**src/hdl/utrf_pkg.sv**
```systemverilog
// ----------------------------------------------------------------------------
// utrf_pkg
// Shared sizes, operation codes and stage types of the serial ring buffer.
// ----------------------------------------------------------------------------
`default_nettype none

package utrf_pkg;

    localparam int TX_DEPTH = 256;
    localparam int RX_DEPTH = 256;

    localparam int TX_AW = $clog2(TX_DEPTH);
    localparam int RX_AW = $clog2(RX_DEPTH);
    localparam int TX_FW = $clog2(TX_DEPTH + 1);
    localparam int RX_FW = $clog2(RX_DEPTH + 1);

    localparam int MODE_W  = 3;
    localparam int BYTE_W  = 8;
    localparam int LEVEL_W = 9;
    localparam int OUT_W   = 32;

    typedef enum logic [MODE_W-1:0] {
        MODE_PUSH_TX    = 3'd0,
        MODE_POP_RX     = 3'd1,
        MODE_LINE_IN    = 3'd2,
        MODE_TX_EMPTY   = 3'd3,
        MODE_TX_DONE    = 3'd4,
        MODE_CLEAR_TX   = 3'd5,
        MODE_CLEAR_RX   = 3'd6,
        MODE_NOP        = 3'd7
    } t_mode;

    typedef struct packed {
        logic ok;
        logic use_tx;
        logic use_rx;
        logic line_valid;
        logic overwrote;
    } t_stage;

endpackage

`default_nettype wire

```
**src/hdl/uart_tx_rx_ring_fifo.sv**
```systemverilog
// ----------------------------------------------------------------------------
// uart_tx_rx_ring_fifo
// A request's result passes through a stage register, which takes the ring
// memory read, and then into the output register. No new request is accepted
// while one sits in the stage register or an output result waits to be taken.
// Reset clears indices, fill counts, arm bits and the sending flag at once;
// the ring memories are not cleared.
// ----------------------------------------------------------------------------
`default_nettype none

module uart_tx_rx_ring_fifo (
    input  wire logic        i_clk,
    input  wire logic        i_rst_n,
    input  wire logic        i_s_tvalid,
    output logic             o_s_tready,
    input  wire logic [7:0]  i_s_tdata,   // data[7:0]
    input  wire logic [2:0]  i_s_tuser,   // mode[2:0]
    input  wire logic        i_s_tlast,
    output logic             o_m_tvalid,
    input  wire logic        i_m_tready,
    // ok[0], data_out[8:1], line_byte_valid[9], tx_idle[10], tx_level[19:11],
    // rx_level[28:20], empty_event_armed[29], complete_event_armed[30],
    // rx_overwrote[31]
    output logic [31:0]      o_m_tdata
);

    logic [utrf_pkg::BYTE_W-1:0] r_tx_mem [utrf_pkg::TX_DEPTH];
    logic [utrf_pkg::BYTE_W-1:0] r_rx_mem [utrf_pkg::RX_DEPTH];

    logic [utrf_pkg::TX_AW-1:0]  r_tx_wr, n_tx_wr, r_tx_rd, n_tx_rd;
    logic [utrf_pkg::RX_AW-1:0]  r_rx_wr, n_rx_wr, r_rx_rd, n_rx_rd;
    logic [utrf_pkg::TX_FW-1:0]  r_tx_fill, n_tx_fill;
    logic [utrf_pkg::RX_FW-1:0]  r_rx_fill, n_rx_fill;
    logic                        r_empty_armed, n_empty_armed;
    logic                        r_done_armed, n_done_armed;
    logic                        r_sending, n_sending;

    logic                        r_s1_valid;
    utrf_pkg::t_stage            r_s1, n_s1;
    logic [utrf_pkg::BYTE_W-1:0] r_tx_q, r_rx_q;

    logic                        r_m_valid;
    logic [utrf_pkg::OUT_W-1:0]  r_m_tdata, n_m_tdata;

    logic                        s_accept;
    logic                        tx_we, rx_we;
    utrf_pkg::t_mode             mode;
    logic                        tx_full, tx_empty, rx_full, rx_empty;
    logic [utrf_pkg::TX_AW-1:0]  tx_wr_next, tx_rd_next;
    logic [utrf_pkg::RX_AW-1:0]  rx_wr_next, rx_rd_next;
    logic [utrf_pkg::BYTE_W-1:0] dout;

    assign o_s_tready = !r_s1_valid && (!r_m_valid || i_m_tready);
    assign s_accept   = i_s_tvalid && o_s_tready;
    assign mode       = utrf_pkg::t_mode'(i_s_tuser);

    assign tx_full  = (r_tx_fill == utrf_pkg::TX_FW'(utrf_pkg::TX_DEPTH));
    assign tx_empty = (r_tx_fill == '0);
    assign rx_full  = (r_rx_fill == utrf_pkg::RX_FW'(utrf_pkg::RX_DEPTH));
    assign rx_empty = (r_rx_fill == '0);

    assign tx_wr_next = (r_tx_wr == utrf_pkg::TX_AW'(utrf_pkg::TX_DEPTH - 1)) ?
                        '0 : r_tx_wr + 1'b1;
    assign tx_rd_next = (r_tx_rd == utrf_pkg::TX_AW'(utrf_pkg::TX_DEPTH - 1)) ?
                        '0 : r_tx_rd + 1'b1;
    assign rx_wr_next = (r_rx_wr == utrf_pkg::RX_AW'(utrf_pkg::RX_DEPTH - 1)) ?
                        '0 : r_rx_wr + 1'b1;
    assign rx_rd_next = (r_rx_rd == utrf_pkg::RX_AW'(utrf_pkg::RX_DEPTH - 1)) ?
                        '0 : r_rx_rd + 1'b1;

    always_comb begin
        n_tx_wr       = r_tx_wr;
        n_tx_rd       = r_tx_rd;
        n_tx_fill     = r_tx_fill;
        n_rx_wr       = r_rx_wr;
        n_rx_rd       = r_rx_rd;
        n_rx_fill     = r_rx_fill;
        n_empty_armed = r_empty_armed;
        n_done_armed  = r_done_armed;
        n_sending     = r_sending;
        n_s1          = '0;
        tx_we         = 1'b0;
        rx_we         = 1'b0;
        unique case (mode)
            utrf_pkg::MODE_PUSH_TX: begin
                if (!tx_full) begin
                    tx_we     = 1'b1;
                    n_tx_wr   = tx_wr_next;
                    n_tx_fill = r_tx_fill + 1'b1;
                    n_s1.ok   = 1'b1;
                    if (i_s_tlast) begin
                        n_empty_armed = 1'b1;
                    end
                end else begin
                    n_empty_armed = 1'b1;
                end
            end
            utrf_pkg::MODE_POP_RX: begin
                if (!rx_empty) begin
                    n_rx_rd     = rx_rd_next;
                    n_rx_fill   = r_rx_fill - 1'b1;
                    n_s1.ok     = 1'b1;
                    n_s1.use_rx = 1'b1;
                end
            end
            utrf_pkg::MODE_LINE_IN: begin
                rx_we   = 1'b1;
                n_rx_wr = rx_wr_next;
                if (!rx_full) begin
                    n_rx_fill = r_rx_fill + 1'b1;
                end else begin
                    n_s1.overwrote = 1'b1;
                end
            end
            utrf_pkg::MODE_TX_EMPTY: begin
                if (r_empty_armed) begin
                    if (tx_empty) begin
                        n_empty_armed = 1'b0;
                        n_done_armed  = 1'b1;
                    end else begin
                        n_sending       = 1'b1;
                        n_tx_rd         = tx_rd_next;
                        n_tx_fill       = r_tx_fill - 1'b1;
                        n_s1.use_tx     = 1'b1;
                        n_s1.line_valid = 1'b1;
                    end
                end
            end
            utrf_pkg::MODE_TX_DONE: begin
                if (r_done_armed) begin
                    if (tx_empty) begin
                        n_done_armed = 1'b0;
                        n_sending    = 1'b0;
                    end else begin
                        n_tx_rd         = tx_rd_next;
                        n_tx_fill       = r_tx_fill - 1'b1;
                        n_s1.use_tx     = 1'b1;
                        n_s1.line_valid = 1'b1;
                    end
                end
            end
            utrf_pkg::MODE_CLEAR_TX: begin
                n_tx_wr   = '0;
                n_tx_rd   = '0;
                n_tx_fill = '0;
            end
            utrf_pkg::MODE_CLEAR_RX: begin
                n_rx_wr   = '0;
                n_rx_rd   = '0;
                n_rx_fill = '0;
            end
            default: begin
            end
        endcase
    end

    always_ff @(posedge i_clk) begin
        if (s_accept && tx_we) begin
            r_tx_mem[r_tx_wr] <= i_s_tdata;
        end
        if (s_accept) begin
            r_tx_q <= r_tx_mem[r_tx_rd];
        end
    end

    always_ff @(posedge i_clk) begin
        if (s_accept && rx_we) begin
            r_rx_mem[r_rx_wr] <= i_s_tdata;
        end
        if (s_accept) begin
            r_rx_q <= r_rx_mem[r_rx_rd];
        end
    end

    always_comb begin
        priority if (r_s1.use_tx) begin
            dout = r_tx_q;
        end else if (r_s1.use_rx) begin
            dout = r_rx_q;
        end else begin
            dout = '0;
        end
        n_m_tdata = {r_s1.overwrote, r_done_armed, r_empty_armed,
                     utrf_pkg::LEVEL_W'(r_rx_fill), utrf_pkg::LEVEL_W'(r_tx_fill),
                     !r_sending, r_s1.line_valid, dout, r_s1.ok};
    end

    always_ff @(posedge i_clk) begin
        if (!i_rst_n) begin
            r_tx_wr       <= '0;
            r_tx_rd       <= '0;
            r_tx_fill     <= '0;
            r_rx_wr       <= '0;
            r_rx_rd       <= '0;
            r_rx_fill     <= '0;
            r_empty_armed <= 1'b0;
            r_done_armed  <= 1'b0;
            r_sending     <= 1'b0;
            r_s1_valid    <= 1'b0;
            r_m_valid     <= 1'b0;
        end else begin
            if (s_accept) begin
                r_tx_wr       <= n_tx_wr;
                r_tx_rd       <= n_tx_rd;
                r_tx_fill     <= n_tx_fill;
                r_rx_wr       <= n_rx_wr;
                r_rx_rd       <= n_rx_rd;
                r_rx_fill     <= n_rx_fill;
                r_empty_armed <= n_empty_armed;
                r_done_armed  <= n_done_armed;
                r_sending     <= n_sending;
            end
            r_s1_valid <= s_accept;
            if (r_s1_valid) begin
                r_m_valid <= 1'b1;
            end else if (i_m_tready) begin
                r_m_valid <= 1'b0;
            end
        end
    end

    always_ff @(posedge i_clk) begin
        if (s_accept) begin
            r_s1 <= n_s1;
        end
        if (r_s1_valid) begin
            r_m_tdata <= n_m_tdata;
        end
    end

    assign o_m_tvalid = r_m_valid;
    assign o_m_tdata  = r_m_tdata;

`ifndef SYNTHESIS
    a_tx_fill_bound: assert property (@(posedge i_clk) disable iff (!i_rst_n)
        r_tx_fill <= utrf_pkg::TX_FW'(utrf_pkg::TX_DEPTH))
        else $error("Transmit fill count exceeds the ring depth.");

    a_stage_exclusive: assert property (@(posedge i_clk) disable iff (!i_rst_n)
        !(r_s1_valid && r_m_valid))
        else $error("A staged result found the output register occupied.");

    a_pop_decrements: assert property (@(posedge i_clk) disable iff (!i_rst_n)
        (s_accept && mode == utrf_pkg::MODE_POP_RX && !rx_empty)
        |=> (r_rx_fill == $past(r_rx_fill) - 1'b1))
        else $error("A successful pop did not lower the receive fill count.");

    a_line_needs_arm: assert property (@(posedge i_clk) disable iff (!i_rst_n)
        (s_accept && n_s1.line_valid) |-> (r_empty_armed || r_done_armed))
        else $error("A byte went to the line with no event armed.");
`endif

endmodule

`default_nettype wire

```
**config.mk**
```make
export PLATFORM = sky130hd
export DESIGN_NAME = uart_tx_rx_ring_fifo
export DESIGN_NICKNAME = d
export VERILOG_FILES = /design/src/hdl/utrf_pkg.sv /design/src/hdl/uart_tx_rx_ring_fifo.sv
export SDC_FILE = /design/constraint.sdc
export NUM_CORES = 2
export LEC_CHECK = 0
export BUFFER_PORTS_ARGS = -buffer_cell sky130_fd_sc_hd__buf_2
export CORE_MARGIN = 2
export CORE_UTILIZATION = 60
export CTS_BUF_LIST = sky130_fd_sc_hd__clkbuf_2
export DETAILED_ROUTE_END_ITERATION = 10
export PLACE_DENSITY_LB_ADDON = 0.3
export SLEW_MARGIN = 30
export SYNTH_ARGS = -nofsm -noshare
export SYNTH_HDL_FRONTEND = slang
export SYNTH_SLANG_ARGS = --single-unit
```
**constraint.sdc**
```tcl
create_clock -name i_clk -period 5.9 [get_ports i_clk]
set_input_delay 1.77 -clock i_clk [delete_from_list [all_inputs] [get_ports i_clk]]
set_output_delay 1.77 -clock i_clk [all_outputs]
set_load 0.05 [all_outputs]
```
# --- Yosys cells after proc, flatten, opt, wreduce, memory -nomap -nowiden ---
# Memories as Yosys holds them, arrays and structs flattened. A register that Yosys moved wholly into a read port is not among the register bits.
# Index checks and enable logic that the tools add are counted.
# Widths: inputs -> output; s select.
op_classes:
  mux: 50
  eq_ne: 21
  n_addsub: 8
  n_reduce_logical: 29
op_table:
  columns: ["cell", "n"]
  rows:
  - ["$mux 8", 11]
  - ["$mux 9", 6]
  - ["$pmux 8 s2", 3]
  - ["$pmux 9 s4", 1]
  - ["$add 8x1->8 const B", 4]
  - ["$eq 8x8->1 const B", 4]
  - ["$pmux 9 s3", 1]
  - ["$pmux 8 s3", 1]
  - ["$mux 1", 22]
  - ["$add 9x1->9 const B", 2]
  - ["$eq 9x9->1 const B", 2]
  - ["$logic_not 9->1", 2]
  - ["$sub 9x1->9 const B", 2]
  - ["$ne 2x2->1 const B", 8]
  - ["$reduce_and 4->1", 3]
  - ["$reduce_bool 2->1", 6]
  - ["$pmux 1 s2", 5]
  - ["$eq 3x3->1 const B", 3]
  - ["$reduce_and 3->1", 3]
  - ["$eq 3x2->1 const B", 2]
  - ["$reduce_and 6->1", 1]
  - ["$reduce_bool 3->1", 2]
  - ["$reduce_and 5->1", 1]
  - ["$logic_and 1x1->1", 4]
  - ["other kinds (7)", 9]
totals:
  inputBits: 16
  output_inout_bits: 34
  memories: 2
  wordCells: 126
  regBits: 91
  ram_bits: 4096
memory_table:
  columns: ["memory", "words", "width", "read_ports", "rd_ports_with_merged_regs", "write_ports", "line", "rtl"]
  rows:
  - ["r_rx_mem", 256, 8, 1, 1, 1, "uart_tx_rx_ring_fifo.sv:28", "logic [utrf_pkg::BYTE_W-1:0] r_rx_mem [utrf_pkg::RX_DEPTH];"]
  - ["r_tx_mem", 256, 8, 1, 1, 1, "uart_tx_rx_ring_fifo.sv:27", "logic [utrf_pkg::BYTE_W-1:0] r_tx_mem [utrf_pkg::TX_DEPTH];"]

# --- Depth between registers and ports, before layout ---
logic_depth:
  depth_word: 7
  depth_mapped: 14

# --- Least setup slack after synthesis ---
# No wires, ideal clock.
synth_path:
  path_kind: "input port to flip-flop"
  startpoint: "input i_m_tready"
  endpoint: "memory r_rx_mem[111][0] (netlist bit), enable pin"
  arrival_time_ps: 4018
  required_time_ps: 5615
  setup_slack_ps: 1596
  path_stages: 7
  cell_sequence: "o211ai_1 -> clkinv_1 -> nand3_1 -> nor2_1 -> nand2_1 -> clkbuf_1 -> nor2_1"
synth_between:
  elab_chain_len: 6
synth_lines:
  columns: ["item", "line", "rtl"]
  rows:
  - ["start, declared", "uart_tx_rx_ring_fifo.sv:20", "input wire logic i_m_tready,"]
  - ["$logic_or 1x1->1", "uart_tx_rx_ring_fifo.sv:53", "assign o_s_tready = !r_s1_valid && (!r_m_valid || i_m_tready);"]
  - ["$logic_and 1x1->1", "uart_tx_rx_ring_fifo.sv:53", null]
  - ["$logic_and 1x1->1", "uart_tx_rx_ring_fifo.sv:54", "assign s_accept = i_s_tvalid && o_s_tready;"]
  - ["via s_accept", "uart_tx_rx_ring_fifo.sv:45", "logic s_accept;"]
  - ["$logic_and 1x1->1", "uart_tx_rx_ring_fifo.sv:167", "if (s_accept && rx_we) begin"]
  - ["$mux 1", "uart_tx_rx_ring_fifo.sv:167", null]
  - ["$mux 1 (not written as such)", "uart_tx_rx_ring_fifo.sv:168", "r_rx_mem[r_rx_wr] <= i_s_tdata;"]
  - ["end, declared", "uart_tx_rx_ring_fifo.sv:28", null]
# The timed path passes the listed nets, and every way through them passes these cells.

# --- Worst setup path after layout ---
layout_path:
  startpoint: "register r_s1_valid"
  endpoint: "output o_s_tready"
layout_between:
  elab_chain_len: 2
layout_lines:
  columns: ["item", "line", "rtl"]
  rows:
  - ["start, declared", "uart_tx_rx_ring_fifo.sv:38", "logic r_s1_valid;"]
  - ["start signal, assigned", "uart_tx_rx_ring_fifo.sv:213", "r_s1_valid <= s_accept;"]
  - ["$logic_not 1->1", "uart_tx_rx_ring_fifo.sv:53", null]
  - ["$logic_and 1x1->1", "uart_tx_rx_ring_fifo.sv:53", null]
  - ["end, declared", "uart_tx_rx_ring_fifo.sv:15", "output logic o_s_tready,"]
# Every way passes these cells.

==> results.py <==
metrics = {
    "place": {
        "place.gp.congestion": 0.918,
        "place_ws_ps": 569,
        "port-buffer-count": 49,
        "post-dp-hpwl_um": 261000,
        "placed_cell_area_um2": 170000,
    },
    "drt": {
        "via_per_inst": 6.72,
        "dr.pass1.iters": 6,
        "post_drt_wl_per_cell_um": 32.3,
        "drc_errors": 0,
        "ant_nets": 0,
        "drtIter0Drc": 13093,
        "wirelength_um": 434000,
        "vias": 90095,
    },
    "logic_synthesis": {
        "synthesis.area_um2": 165000,
        "synth_cells": 8193,
        "syn_area_per_cell_um2": 20.1,
        "ys.flop_type": "edfxtp_1",
        "ys_seq_area_share_pct": 76.3,
        "synth_edf_count": 4148,
        "synth_seq_cells": 4203,
        "synthesis.nets": 8237,
        "ys_warn_count": 0,
        "async_reset_ff_share_pct": 0,
        "yosysUniqueCellTypes": 81,
    },
    "timing": {
        "fin_tns_setup_ps": 0,
        "layout_min_cycle_time_ps": 5060,
        "clock.fmax_mhz": 198,
        "fin_crit_sh_pct": 85.7,
        "final_max_slew_viol_count": 0,
        "relSlewSlack_pct": 21.6,
        "fin_worst_skew_ps": 173,
        "worst_pin_slew_ps": 1170,
        "hold_viol_final": 0,
        "post-route-worst-setup-slack_ps": 842,
        "setup_violations": 0,
        "rsz0062_at_grt": "no",
    },
    "finish": {
        "seqCellArea_um2": 126000,
        "multi_input_comb_area_um2": 36100,
        "design_area_um2": 179000,
        "nets": 9106,
        "area_growth_pct": 8.73,
        "fillers": 17938,
        "drive_gt1_share_pct": 28.6,
        "post-route-util_pct": 65.5,
    },
    "worst_setup_path": {
        "reg2reg_depth": 7,
        "cp-start-kind": "flop",
        "critPathMaxFanout": 34,
        "worstPathArrival_ps": 3290,
        "critPathCaptureType": "output pin",
        "worstPathRequired_ps": 4130,
        "crit_type": "reg2out",
    },
    "clock_tree": {
        "root_buffer": "clkbuf_2",
        "post-cts-setup-buffers": 0,
        "clock_latency_ps": 1980,
        "cts_tree": "built",
        "postCtsHoldBufs": 0,
        "cts_max_level": 6,
        "clockBufferDepth": 4,
        "clk_pin_slew_ps": 100,
        "cts_buffers": 929,
        "post_cts_resize_count": 0,
        "cts_sinks": 4203,
    },
    "pwr": {
        "p_leak_nw": 55.5,
        "peakVddDrop_mv": 0.278,
        "p_total_mw": 52.5,
        "powerDensity_nw_per_um2": 293,
    },
    "global_route": {
        "grt_pass1_vias": 89062,
        "grt_util_all_layers_pct": 31.1,
        "grt_pass1_wl_um": 624000,
        "grt_antenna_before_repair": 22,
        "grt_overflow": 0,
        "grt_max_degree": 119,
    },
    "die": {
        "die_y_um": 528,
        "dieArea_um2": 279000,
        "initial_utilization_pct": 60.2,
        "core.rowCount": 192,
        "fp.dieW_um": 528,
        "io_pins": 50,
        "core_area_um2": 273000,
    },
    "status": {
        "outcome": "completed",
    },
    "run": {
        "maxCapViolations": 0,
    },
    "min_path": {
        "min_path_cells": 1,
        "min_path_type": "in2reg",
    },
}
[state kept, by name (all words and copies together), names as in the netlist, 9 cells and up]
name,flops
r_tx_fill,9
o_m_tdata,32
r_tx_mem,2048
r_rx_mem,2048
r_rx_fill,9
[layout by cell type (no fill, tap or decap), types with 46 or more instances in the layout]
| cell type | count |
|---|---|
| clkbuf_2 | 1381 |
| edfxtp_1 | 4148 |
| a21oi_1 | 162 |
| nor3_1 | 74 |
| nand2_1 | 188 |
| nor2_1 | 635 |
| o21ai_0 | 107 |
| mux2i_1 | 513 |
| buf_12 | 66 |
| nand3_1 | 59 |
| a221oi_1 | 155 |
| buf_4 | 312 |
| a22oi_1 | 145 |
| mux4_2 | 833 |
| clkinv_1 | 219 |
| o22ai_1 | 46 |
[stage by stage]
step / instances / hold slack (ps)
floorplan: 8193 / 400
global placement: 11717 / 406
detailed placement: 11719 / 407
CTS: 13393 / 33.1
global route: 13401 / 8.69
finish: 13415 / 143
[cell usage after synthesis, drive strengths merged, types with 55 or more instances]
master,n,share of area (%)
clkbuf,239,0.54
nand3,77,0.23
nand2,189,0.43
nor3,75,0.23
nor2,644,1.5
edfxtp,4148,76
dfxtp,55,0.67
a221oi,157,0.84
o21ai,136,0.42
buf,252,1.2
mux4,833,11
mux2i,513,3.1
a22oi,145,0.66
a21oi,162,0.49
[final cells by class]
class / count / area share (%)
Antenna cell: 21 / 0.0294
Clock buffer: 1381 / 3.86
Clock inverter: 293 / 0.865
Inverter: 33 / 0.0727
Multi-Input combinational cell: 3465 / 20.2
Sequential cell: 4203 / 70.2
Tap cell: 3589 / 2.51
Timing Repair Buffer: 430 / 2.25
[where the power goes]
part | leakage (nW) | switching (mW) | internal (mW) | total [mW]
sequential | 37.7 | 0.0488 | 32.8 | 32.8
clock | 6.46 | 11.2 | 6.79 | 18.0
combinational | 11.3 | 1.14 | 0.564 | 1.71
total | 55.5 | 12.4 | 40.1 | 52.5
[kinds of logic (layout without fill, tap and decap cells)]
| group | count (synthesis) | after routing | synth area share [%] |
|---|---|---|---|
| simple gates | 1179 | 1179 | 3.15 |
| mux | 1357 | 1357 | 14.6 |
| compound gates | 887 | 887 | 3.79 |
| buf+inv | 525 | 2137 | 1.84 |
| xor+xnor | 14 | 14 | 0.0745 |
| fa+ha+maj | 28 | 28 | 0.222 |
| other cells | 0 | 21 | 0 |
| flops | 4203 | 4203 | 76.3 |
[routing by layer]
layer	GRT usage (%)	wire length (um)	share of wire [%]	vias to the layer above
li1	-	-	-	36319
met2	47.3	202000	47	7024
met4	14.4	21800	5.0	24
met3	8.12	52700	12	1101
met1	42.8	156000	36	45627
met5	0	195	0.045	-
[final timing paths]
check | endpoint | start | slack (ps)
hold / removal | r_rx_mem[50][3] | i_s_tdata[3] | 140
setup / recovery | o_s_tready | r_s1_valid | 840
setup reg to reg | r_rx_q[5] | r_rx_rd[0] | 1440
hold reg to reg | o_m_tdata[31] | n_m_tdata[31] | 430
[critical path: stages, from the launching register on]
cell and delay, ps:
dfxtp_2 950, nor2_1 160, buf_2 260
Note: power is estimated with default switching activity, not from simulation.
